`config.mk`:
```
export PLATFORM = sky130hd
export DESIGN_NAME = clock_setting_editor_unit
export DESIGN_NICKNAME = d
export VERILOG_FILES = /design/src/design/cse_pkg.sv /design/src/design/clock_setting_editor_unit.sv /design/src/design/cse_edit.sv
export VERILOG_INCLUDE_DIRS = /design/src /design/src/design
export SDC_FILE = /design/constraint.sdc
export NUM_CORES = 1
export LEC_CHECK = 0
export ABC_AREA = 1
export BUFFER_PORTS_ARGS = -buffer_cell sky130_fd_sc_hd__buf_2
export CORE_ASPECT_RATIO = 1.25
export CORE_MARGIN = 1
export CORE_UTILIZATION = 56
export DETAILED_ROUTE_END_ITERATION = 8
export PLACE_DENSITY_LB_ADDON = 0.15
export SLEW_MARGIN = 20
export SYNTH_ARGS = -nofsm -noshare
export SYNTH_HDL_FRONTEND = slang
export SYNTH_HIERARCHICAL = 1
export SYNTH_SLANG_ARGS = --single-unit
```
`constraint.sdc`:
```
create_clock -name clk -period 8.1 [get_ports clk]
set_clock_uncertainty 0.05 [all_clocks]
set_input_delay 1.62 -clock clk [delete_from_list [all_inputs] [get_ports clk]]
set_output_delay 1.62 -clock clk [all_outputs]
set_load 0.05 [all_outputs]
```
`src/design/clock_setting_editor_unit_defines.svh`:
```
// ----------------------------------------------------------------------------
// Clock setting editor assertion macros
// Shared property forms for the editor's concurrent checks.
// ----------------------------------------------------------------------------
`ifndef CLOCK_SETTING_EDITOR_UNIT_DEFINES_SVH
`define CLOCK_SETTING_EDITOR_UNIT_DEFINES_SVH

// The consequent must hold in the same cycle as the antecedent.
`define CSE_ASSERT_SAME(label, clk, rst, ante, cons) \
  label: assert property (@(posedge clk) disable iff (rst) (ante) |-> (cons)) \
    else $error("clock setting editor check failed");

// The consequent must hold in the cycle after the antecedent.
`define CSE_ASSERT_NEXT(label, clk, rst, ante, cons) \
  label: assert property (@(posedge clk) disable iff (rst) (ante) |=> (cons)) \
    else $error("clock setting editor check failed");

`endif

```
`src/design/cse_pkg.sv`:
```
// ----------------------------------------------------------------------------
// Clock setting editor package
// Types, codes, range limits and calendar helpers shared by the editor.
// ----------------------------------------------------------------------------
`default_nettype none

package cse_pkg;

  localparam int FIELD_W = 7;
  localparam int CFG_W   = 16;

  localparam logic [FIELD_W-1:0] HOUR_MAX     = 7'd23;
  localparam logic [FIELD_W-1:0] MINSEC_MAX   = 7'd59;
  localparam logic [FIELD_W-1:0] TIME_MIN     = 7'd0;
  localparam logic [FIELD_W-1:0] DAY_MIN      = 7'd1;
  localparam logic [FIELD_W-1:0] MONTH_MIN    = 7'd1;
  localparam logic [FIELD_W-1:0] MONTH_MAX    = 7'd12;
  localparam logic [FIELD_W-1:0] MONTH_FEB    = 7'd2;
  localparam logic [FIELD_W-1:0] YEAR_MIN     = 7'd20;
  localparam logic [FIELD_W-1:0] YEAR_MAX     = 7'd99;
  localparam logic [FIELD_W-1:0] FEB_LEAP     = 7'd29;
  localparam logic [FIELD_W-1:0] FEB_COMMON   = 7'd28;
  localparam logic [FIELD_W-1:0] DAYS_DEFAULT = 7'd31;

  localparam logic [CFG_W-1:0] THRESHOLD_RESET = 16'd10;

  localparam logic [4:0] MONTH_DAYS [12] = '{
    5'd31, 5'd28, 5'd31, 5'd30, 5'd31, 5'd30,
    5'd31, 5'd31, 5'd30, 5'd31, 5'd30, 5'd31
  };

  typedef enum logic [2:0] {
    OP_NONE     = 3'd0,
    OP_NEXT     = 3'd1,
    OP_INC      = 3'd2,
    OP_DEC      = 3'd3,
    OP_HELD_INC = 3'd4,
    OP_HELD_DEC = 3'd5,
    OP_SAVE     = 3'd6,
    OP_LOAD     = 3'd7
  } op_t;

  typedef enum logic [0:0] {
    REG_REPEAT_THRESHOLD = 1'b0,
    REG_DATE_MODE        = 1'b1
  } reg_index_t;

  typedef enum logic [1:0] {
    STEP_NONE = 2'd0,
    STEP_UP   = 2'd1,
    STEP_DOWN = 2'd2
  } step_t;

  typedef logic [1:0] sel_t;

  localparam sel_t SEL_FIRST  = 2'd0;
  localparam sel_t SEL_SECOND = 2'd1;
  localparam sel_t SEL_THIRD  = 2'd2;

  typedef struct packed {
    logic [FIELD_W-1:0] first;
    logic [FIELD_W-1:0] second;
    logic [FIELD_W-1:0] third;
  } fields_t;

  // Days in a month; an out-of-range month counts as 31 days.
  function automatic logic [FIELD_W-1:0] month_len(input logic [FIELD_W-1:0] month,
                                                   input logic [FIELD_W-1:0] year);
    logic [3:0] idx;
    idx = month[3:0] - 4'd1;
    if ((month < MONTH_MIN) || (month > MONTH_MAX)) begin
      month_len = DAYS_DEFAULT;
    end else if (month == MONTH_FEB) begin
      month_len = (year[1:0] == 2'b00) ? FEB_LEAP : FEB_COMMON;
    end else begin
      month_len = {2'b00, MONTH_DAYS[idx]};
    end
  endfunction

  // Below the range gives the top, above it gives the bottom.
  function automatic logic [FIELD_W-1:0] wrap_value(input logic signed [FIELD_W+1:0] v,
                                                    input logic [FIELD_W-1:0] lo,
                                                    input logic [FIELD_W-1:0] hi);
    if (v < $signed({2'b00, lo})) begin
      wrap_value = hi;
    end else if (v > $signed({2'b00, hi})) begin
      wrap_value = lo;
    end else begin
      wrap_value = v[FIELD_W-1:0];
    end
  endfunction

endpackage

`default_nettype wire

```
`src/design/clock_setting_editor_unit.sv`:
```
// ----------------------------------------------------------------------------
// Clock setting editor
// Edits hours/minutes/seconds or day/month/year from button command beats.
// ----------------------------------------------------------------------------
// Each command beat on the s_ side produces exactly one result beat on the
// m_ side carrying the three field values, the selected field and a save flag.
// s_tuser holds the command code; s_tdata holds the repeat tick, the button
// state and the three field values used by a load.
// A beat is registered at the input, then worked through the edit logic into
// the output register, and one beat per cycle is sustained while the receiver
// keeps m_tready high. The edit state updates when a
// beat moves into the output register, so consecutive beats see each other's
// effects. When the receiver stalls, the output register holds its beat and
// the input register can still take one more; s_tready drops only when both
// are full.
// Reset empties both registers, clears the fields, the selection and the
// repeat counter, sets the threshold to 10 and time mode, and arms a load so
// the first beat after reset copies the clock values in.
// Configuration writes on cfg_we take effect at once and are meant for idle.
// ----------------------------------------------------------------------------
`default_nettype none

`include "clock_setting_editor_unit_defines.svh"

module clock_setting_editor_unit #(
  parameter int REPEAT_WIDTH = 16
) (
  input  wire logic                      clk,
  input  wire logic                      rst,
  input  wire logic                      s_tvalid,
  output logic                           s_tready,
  // [0] repeat_tick, [1] button_pressed, [8:2] load_first,
  // [15:9] load_second, [22:16] load_third, [23] zero
  input  wire logic [23:0]               s_tdata,
  // [2:0] op
  input  wire logic [2:0]                s_tuser,
  output logic                           m_tvalid,
  input  wire logic                      m_tready,
  // [6:0] first_value, [13:7] second_value, [20:14] third_value,
  // [22:21] selected_field, [23] save_done
  output logic [23:0]                    m_tdata,
  input  wire logic                      cfg_we,
  input  wire logic [0:0]                cfg_index,
  input  wire logic [cse_pkg::CFG_W-1:0] cfg_data
);

  localparam int CMP_W = (REPEAT_WIDTH > cse_pkg::CFG_W) ? REPEAT_WIDTH : cse_pkg::CFG_W;

  // Configuration registers.
  logic [cse_pkg::CFG_W-1:0] repeat_threshold;
  logic                      date_mode;

  // Input register.
  logic             a_valid;
  cse_pkg::op_t     a_op;
  logic             a_tick;
  logic             a_pressed;
  cse_pkg::fields_t a_load;

  // Edit state.
  cse_pkg::fields_t        fields;
  cse_pkg::sel_t           selection;
  logic [REPEAT_WIDTH-1:0] repeat_count;
  logic                    session_start;

  cse_pkg::fields_t        fields_next;
  cse_pkg::sel_t           selection_next;
  logic [REPEAT_WIDTH-1:0] repeat_count_next;
  logic                    session_start_next;
  logic                    save_next;

  cse_pkg::fields_t        edited;
  cse_pkg::step_t          step;
  logic [REPEAT_WIDTH-1:0] count_ticked;
  logic                    held;
  logic                    hit;
  logic                    advance;
  logic                    fire;

  assign advance  = !m_tvalid || m_tready;
  assign fire     = advance && a_valid;
  assign s_tready = !a_valid || advance;

  always_ff @(posedge clk) begin
    if (rst) begin
      repeat_threshold <= cse_pkg::THRESHOLD_RESET;
      date_mode        <= 1'b0;
    end else if (cfg_we) begin
      case (cse_pkg::reg_index_t'(cfg_index))
        cse_pkg::REG_REPEAT_THRESHOLD: repeat_threshold <= cfg_data;
        cse_pkg::REG_DATE_MODE:        date_mode        <= cfg_data[0];
        default: ;
      endcase
    end
  end

  always_ff @(posedge clk) begin
    if (rst) begin
      a_valid <= 1'b0;
    end else if (s_tready) begin
      a_valid <= s_tvalid;
    end
    if (s_tready && s_tvalid) begin
      a_op         <= cse_pkg::op_t'(s_tuser);
      a_tick       <= s_tdata[0];
      a_pressed    <= s_tdata[1];
      a_load.first  <= s_tdata[8:2];
      a_load.second <= s_tdata[15:9];
      a_load.third  <= s_tdata[22:16];
    end
  end

  // The counter compares against the threshold at the wider of the two widths,
  // so a threshold the counter cannot reach never fires.
  assign held         = (a_op == cse_pkg::OP_HELD_INC) || (a_op == cse_pkg::OP_HELD_DEC);
  assign count_ticked = a_tick ? repeat_count + REPEAT_WIDTH'(1) : repeat_count;
  assign hit          = (CMP_W'(count_ticked) == CMP_W'(repeat_threshold));

  always_comb begin
    case (a_op)
      cse_pkg::OP_INC:      step = cse_pkg::STEP_UP;
      cse_pkg::OP_DEC:      step = cse_pkg::STEP_DOWN;
      cse_pkg::OP_HELD_INC: step = hit ? cse_pkg::STEP_UP : cse_pkg::STEP_NONE;
      cse_pkg::OP_HELD_DEC: step = hit ? cse_pkg::STEP_DOWN : cse_pkg::STEP_NONE;
      default:              step = cse_pkg::STEP_NONE;
    endcase
  end

  cse_edit u_edit (
    .cur       (fields),
    .selection (selection),
    .date_mode (date_mode),
    .step      (step),
    .result    (edited)
  );

  always_comb begin
    fields_next        = fields;
    selection_next     = selection;
    repeat_count_next  = repeat_count;
    session_start_next = session_start;
    save_next          = 1'b0;
    if ((a_op == cse_pkg::OP_LOAD) || session_start) begin
      fields_next        = a_load;
      selection_next     = cse_pkg::SEL_FIRST;
      session_start_next = 1'b0;
    end else begin
      case (a_op)
        cse_pkg::OP_NEXT: begin
          selection_next = (selection >= cse_pkg::SEL_THIRD) ? cse_pkg::SEL_FIRST
                                                             : selection + 2'd1;
        end
        cse_pkg::OP_INC, cse_pkg::OP_DEC: begin
          fields_next = edited;
        end
        cse_pkg::OP_HELD_INC, cse_pkg::OP_HELD_DEC: begin
          repeat_count_next = hit ? '0 : count_ticked;
          fields_next       = edited;
        end
        cse_pkg::OP_SAVE: begin
          if (a_pressed) begin
            save_next          = 1'b1;
            session_start_next = 1'b1;
          end
        end
        default: ;
      endcase
    end
  end

  always_ff @(posedge clk) begin
    if (rst) begin
      fields        <= '0;
      selection     <= cse_pkg::SEL_FIRST;
      repeat_count  <= '0;
      session_start <= 1'b1;
      m_tvalid      <= 1'b0;
    end else begin
      if (advance) begin
        m_tvalid <= a_valid;
      end
      if (fire) begin
        fields        <= fields_next;
        selection     <= selection_next;
        repeat_count  <= repeat_count_next;
        session_start <= session_start_next;
      end
    end
    if (fire) begin
      m_tdata <= {save_next, selection_next, fields_next.third,
                  fields_next.second, fields_next.first};
    end
  end

  `CSE_ASSERT_SAME(a_sel_range, clk, rst, 1'b1, selection != 2'd3)
  `CSE_ASSERT_SAME(a_stall_full, clk, rst, !s_tready, a_valid && m_tvalid && !m_tready)
  `CSE_ASSERT_NEXT(a_save_rearms, clk, rst, fire && save_next, session_start && m_tdata[23])
  `CSE_ASSERT_NEXT(a_hit_clears, clk, rst, fire && held && hit && !session_start, repeat_count == '0)

endmodule

`default_nettype wire

```
`src/design/cse_edit.sv`:
```
// ----------------------------------------------------------------------------
// Clock setting editor field edit
// Steps the selected field with wrap-around and clamps the day to the month.
// ----------------------------------------------------------------------------
`default_nettype none

module cse_edit (
  input  wire cse_pkg::fields_t cur,
  input  wire cse_pkg::sel_t    selection,
  input  wire logic             date_mode,
  input  wire cse_pkg::step_t   step,
  output cse_pkg::fields_t      result
);

  logic [cse_pkg::FIELD_W-1:0]        sel_val;
  logic signed [cse_pkg::FIELD_W+1:0] stepped;
  logic [cse_pkg::FIELD_W+1:0]        delta;
  logic [cse_pkg::FIELD_W-1:0]        new_month;
  logic [cse_pkg::FIELD_W-1:0]        new_year;
  logic [cse_pkg::FIELD_W-1:0]        len_cur;
  logic [cse_pkg::FIELD_W-1:0]        len_month;
  logic [cse_pkg::FIELD_W-1:0]        len_year;

  always_comb begin
    case (selection)
      cse_pkg::SEL_FIRST:  sel_val = cur.first;
      cse_pkg::SEL_SECOND: sel_val = cur.second;
      default:             sel_val = cur.third;
    endcase

    case (step)
      cse_pkg::STEP_UP:   delta = 9'd1;
      cse_pkg::STEP_DOWN: delta = 9'h1FF;
      default:            delta = 9'd0;
    endcase

    stepped   = $signed({2'b00, sel_val} + delta);
    new_month = cse_pkg::wrap_value(stepped, cse_pkg::MONTH_MIN, cse_pkg::MONTH_MAX);
    new_year  = cse_pkg::wrap_value(stepped, cse_pkg::YEAR_MIN, cse_pkg::YEAR_MAX);
    len_cur   = cse_pkg::month_len(cur.second, cur.third);
    len_month = cse_pkg::month_len(new_month, cur.third);
    len_year  = cse_pkg::month_len(cur.second, new_year);

    result = cur;
    if (!date_mode) begin
      case (selection)
        cse_pkg::SEL_FIRST:
          result.first = cse_pkg::wrap_value(stepped, cse_pkg::TIME_MIN, cse_pkg::HOUR_MAX);
        cse_pkg::SEL_SECOND:
          result.second = cse_pkg::wrap_value(stepped, cse_pkg::TIME_MIN,
                                              cse_pkg::MINSEC_MAX);
        default:
          result.third = cse_pkg::wrap_value(stepped, cse_pkg::TIME_MIN,
                                             cse_pkg::MINSEC_MAX);
      endcase
    end else begin
      case (selection)
        cse_pkg::SEL_FIRST: begin
          result.first = cse_pkg::wrap_value(stepped, cse_pkg::DAY_MIN, len_cur);
        end
        cse_pkg::SEL_SECOND: begin
          result.second = new_month;
          if (cur.first > len_month) begin
            result.first = len_month;
          end
        end
        default: begin
          result.third = new_year;
          // Only February depends on the year.
          if ((cur.second == cse_pkg::MONTH_FEB) && (cur.first > len_year)) begin
            result.first = len_year;
          end
        end
      endcase
    end
  end

endmodule

`default_nettype wire

```
---- Word-level counts from Yosys, hierarchy flattened ----
Memory sizes are Yosys's and may differ from the RTL's.
Index checks and enable logic that the tools add are counted.
W data, S select, Z words.
cells by class
  add/sub/neg operators ................... 5
  reductions and logical operators ........ 23
  bitwise operators ....................... 5
  magnitude comparators ................... 17
  muxes and demuxes ....................... 47
  equality and inequality tests ........... 13
operators by type and width
  cell                     number
  $mux W7                  23
  $mux W21                 3
  $mux W16                 2
  $pmux W7 S2              2
  $mux W5                  4
  $pmux W9 S2              1
  $add A16 B1 Y16 const B  1
  $eq A16 B16 Y1           1
  $eq A7 B2 Y1 const B     2
  $gt A7 B4 Y1 const B     2
  $gt A7 B7 Y1             2
  $lt A7 B1 Y1 const B     2
  $eq A3 B3 Y1 const B     4
  $ge A5 B5 Y1 const B     2
  $not A4 Y5               2
  $add A7 B9 Y9            1
  $gt A9 B5 Y1 const B     1
  $gt A9 B6 Y1 const B     1
  $gt A9 B7 Y1 const B     1
  $gt A9 B8 Y1             1
  $gt A9 B8 Y1 const B     1
  $lt A9 B1 Y1 const B     1
  $lt A9 B2 Y1 const B     1
  $lt A9 B6 Y1 const B     1
  20 further kinds         48
storage, ports and cells
  memories ................................ 2
  register bits ........................... 109
  ROM bits ................................ 160
  output and inout bits ................... 26
  logic and storage cells ................. 130
memories
  memory           depth  width  read ports  clocked after memory_dff  wr ports  line           text
  (no name shown)  16     5      1           0                         0         cse_pkg.sv:76  month_len = {2'b00, MONTH_DAYS[idx]};
  (no name shown)  16     5      1           0                         0         cse_pkg.sv:76

---- Logic depth before layout (Yosys ltp) ----
  depth in word-level cells ............... 24
  depth in mapped cells ................... 49
  gate-level depth less buffers ........... 48

---- Hierarchy ----
Netlist, hierarchy kept.
modules (own cells, without submodules)
  module                     area each (um^2)  cells an instance  instances  sequential area each (um^2)
  clock_setting_editor_unit  4942.2            598                1          2682.6
  cse_edit                   1788.0            351                1          0.0

---- Worst setup path after synthesis ----
OpenSTA, ideal clock, no wires.
  path kind ............................... register to register
  start ................................... reg repeat_count[1]
  end ..................................... reg fields[16] in the netlist's numbering
  data arrival time ....................... 5212 ps
  stages on the path, launching flop included .. 42
  slack ................................... 2723 ps
  library setup time ...................... 115 ps
  cells stage by stage .................... dfxtp_1 -> ha_1 -> nand2_1 -> nor2_4 -> nand2_2 -> nor2_2 -> nand3_1 -> nand2_1 -> nand2_1 -> nand2_1 -> nand2_1 -> nor2_2 -> nand3_4 -> buf_6 -> o22ai_2 -> ha_1 -> inv_1 -> fa_1 -> [... 6 more ...] -> nand2_2 -> nand3_1 -> nor2_2 -> nand2_1 -> inv_1 -> ha_1 -> inv_1 -> nor2_1 -> o211ai_1 -> nand2_1 -> inv_1 -> a21oi_1 -> nor3_1 -> a22oi_1 -> o21ai_0 -> o21ai_0 -> o21ai_0 -> inv_1
RTL lines
  item                    line                              text
  start, declared         clock_setting_editor_unit.sv:63   logic [REPEAT_WIDTH-1:0] repeat_count;
  start signal, assigned  clock_setting_editor_unit.sv:185  repeat_count <= repeat_count_next;
  end signal, assigned    clock_setting_editor_unit.sv:183  fields <= fields_next;
  end, declared           clock_setting_editor_unit.sv:61   cse_pkg::fields_t fields;

==> metrics.csv <==
metric,value,unit
fill count,1136,
min-delay src,repeat_threshold[13]$_SDFFE_PP0P_,
largest net degree at the start of global routing,49,
"EDFF count, synth",50,
crit path buf inv count,7,
area grow syn2layout,11.6,%
worst slew pin tran,1050,ps
"Hold-fix buffers, CTS",0,
worst r2r src,repeat_count[1]$_SDFFE_PP0P_,
Post-Route Utilization,64.4,%
CTS Buffer Depth,2,
Synth cell types,49,
CTS tree,built,
Avg WL per Cell,14.4,µm
critical path's most frequent cell,nand2_1,
Hold EP,repeat_threshold[13]$_SDFFE_PP0P_,
Top Ports,75,
Register-to-Register Path Depth,42,
most frequent cells in the layout,"nand2_1 (221), nor2_1 (126), inv_1 (118)",
R2R setup slack,1160,ps
"commonest non-fill, non-tap cell in the layout",nand2_1,
sw frac,31.9,%
CP max stage delay,550,ps
clk slew on worst S/H paths,70,ps
fin crit share,85.7,%
I/O Buffers,73,
status,completed,
initial antenna violation count,0,
Switch Pwr,445,µW
HP Class,flop to flop,
Ant. Diodes,0,
first-pass GRT wire length,27.9,mm
WS Path Type,flop to flop,
Final Non-Filler Cells,1172,
Synth Area in Compound Gates,16.9,%
initial DRC count,378,
Slowest cell on crit path,ha_1,
GPL Wtd Cong,0.934,
mean area per synthesized cell,7.09,µm²
ys async rst share,0,%
yosys synthesis warning count,6,
Hold Path Cell Cnt,2,
Leak Pwr,3.52,nW
Post-layout nets,1073,
# DRC,0,
Area after DPL,7210,µm²
post-CTS sizing,0,
vias per inst,5.41,
Core Area,11700,µm²
Crit Path Max Fanout,18,
Die Span X,100,µm
Total Wirelength,16.9,mm
"Slew Viols, Final",0,
Int Power,951,µW
register area share after synthesis,39.9,%
XOR/XNOR share of the synthesized area,1.49,%
Period minus WS final,6940,ps
share of cells above drive strength 1,13.6,%
vias,6342,
CP Data Required Time,8300,ps
Tot Pwr,1.40,mW
Die H,125,µm
Site Rows,44,
total negative slack,0,ps
H-tree depth,3,
setup bufs post-CTS,0,
CTS buffer count,9,
die area,12500,µm²
clock sink count,109,
"Top FF cell, synth",dfxtp_1,
simple-gate area share of the yosys netlist,29.4,%
"CP delay by family, top",simple AND/OR/NAND/NOR gates,
router iterations before antenna repair,5,
data arrival time of the worst path,7150,ps
placed cells,1156,
Reg2Reg Capture Point,fields[17]$_SDFFE_PP0P_,
Hold Slack,430,ps
maximum VDD drop,0.138,mV
Clock Latency Late Sink,360,ps
Synth Area in Adders,3.46,%
crit path launch type,flop,
fin worst setup slack,1160,ps
mux cell area share after synthesis,0,%
clk root buf,clkbuf_16,
vias in the first global route,5985,
slew margin rel.,29.6,%
setup violators final,0,
combinational power share,22.7,%
gr usage total,28.5,%
Initial Utilization,57.7,%
Max Cap Violations,0,
f_max,144,MHz
Mapped Cells,949,
post-synth net total,1016,
Place WS,1200,ps
Clock power frac,32.1,%
main combinational cell family by area after synthesis,simple AND/OR/NAND/NOR gates,
unrepaired setup endpoints after global routing,false,
Congestion Overflow GR,0,
pwr dens,186,nW/µm²
Worst Setup End Kind,flop,
dpl hpwl,12.3,mm
final hold vios,0,
Netlist Area Pre-Place,6730,µm²
register bit count reported by yosys,109,
"antenna viol nets, final",0,
Flop pwr share,45.2,%
final instance area,7510,µm²
-- power groups by stage --
stage          logic, mW  registers (mW)  clock network (mW)
6_report           0.317           0.631               0.449
5_1_grt            0.355           0.635               0.479
4_1_cts            0.314           0.630               0.458
3_5_place_dp       0.311           0.643                   0
3_3_place_gp       0.309           0.642                   0
2_1_floorplan      0.209           0.661                   0
-- cell families (layout without fill, tap and decap cells) --
group / count (synthesis) / count (layout)
simple gates: 453 / 453
compound gates: 204 / 204
xor+xnor: 9 / 9
buf+inv: 156 / 218
flops: 109 / 109
fa+ha+maj: 18 / 18
-- flip-flops by register name (all words and copies together) (netlist names), 2 cells and up --
signal and flops:
a_load 21, a_op 3, fields 21, m_tdata 24, repeat_count 16, repeat_threshold 16, selection 2
-- worst max-delay path by stage --
stage	depth (start not counted)	slack, ps	end	start
2_1_floorplan	41	2720	fields[16]$_SDFFE_PP0P_	repeat_count[1]$_SDFFE_PP0P_
3_3_place_gp	42	1330	fields[17]$_SDFFE_PP0P_	repeat_count[1]$_SDFFE_PP0P_
3_5_place_dp	42	1200	fields[17]$_SDFFE_PP0P_	repeat_count[1]$_SDFFE_PP0P_
4_1_cts	42	1180	fields[17]$_SDFFE_PP0P_	repeat_count[1]$_SDFFE_PP0P_
5_1_grt	42	450	fields[17]$_SDFFE_PP0P_	repeat_count[0]$_SDFFE_PP0P_
6_report	42	1160	fields[17]$_SDFFE_PP0P_	repeat_count[1]$_SDFFE_PP0P_
-- cell type report --
| class | count | area (µm²) | share of cell area [%] |
|---|---|---|---|
| Clock inverter | 7 | 73.8 | 0.983 |
| Multi-Input combinational cell | 684 | 3460 | 46.0 |
| Inverter | 123 | 462 | 6.14 |
| Sequential cell | 109 | 2680 | 35.7 |
| Timing Repair Buffer | 79 | 410 | 5.46 |
| Tap cell | 161 | 201 | 2.68 |
| Clock buffer | 9 | 225 | 3.00 |
-- tightest hold or removal path, cell delays in order (launching register included) --
cell and delay, ps:
dfxtp_1 310, inv_1 70, a21oi_1 60
-- cells in the mapped netlist, drive strengths merged, types with 3 or more instances --
cell type / count / area, µm²
nand2: 232 / 908
nor2: 138 / 568
inv: 122 / 458
o21ai: 113 / 573
dfxtp: 59 / 1180
a21oi: 53 / 273
nand3: 53 / 298
edfxtp: 50 / 1500
clkbuf: 31 / 116
ha: 17 / 213
nand3b: 11 / 95.1
o211ai: 11 / 82.6
nand4: 9 / 56.3
nor3: 7 / 35.0
o22ai: 6 / 43.8
o31ai: 4 / 30.0
xnor2: 4 / 35.0
xor2: 4 / 42.6
a211oi: 3 / 22.5
o21bai: 3 / 26.3
-- layer usage --
metal | track usage (%) | up-vias | share of wire (%)
met3 | 4.43 | 43 | 4.5
met1 | 33.7 | 2869 | 41
met5 | 0 | - | 0
li1 | - | 3228 | -
met4 | 14.0 | 0 | 3.8
met2 | 49.5 | 202 | 50
Note: power is estimated with default switching activity, not from simulation.
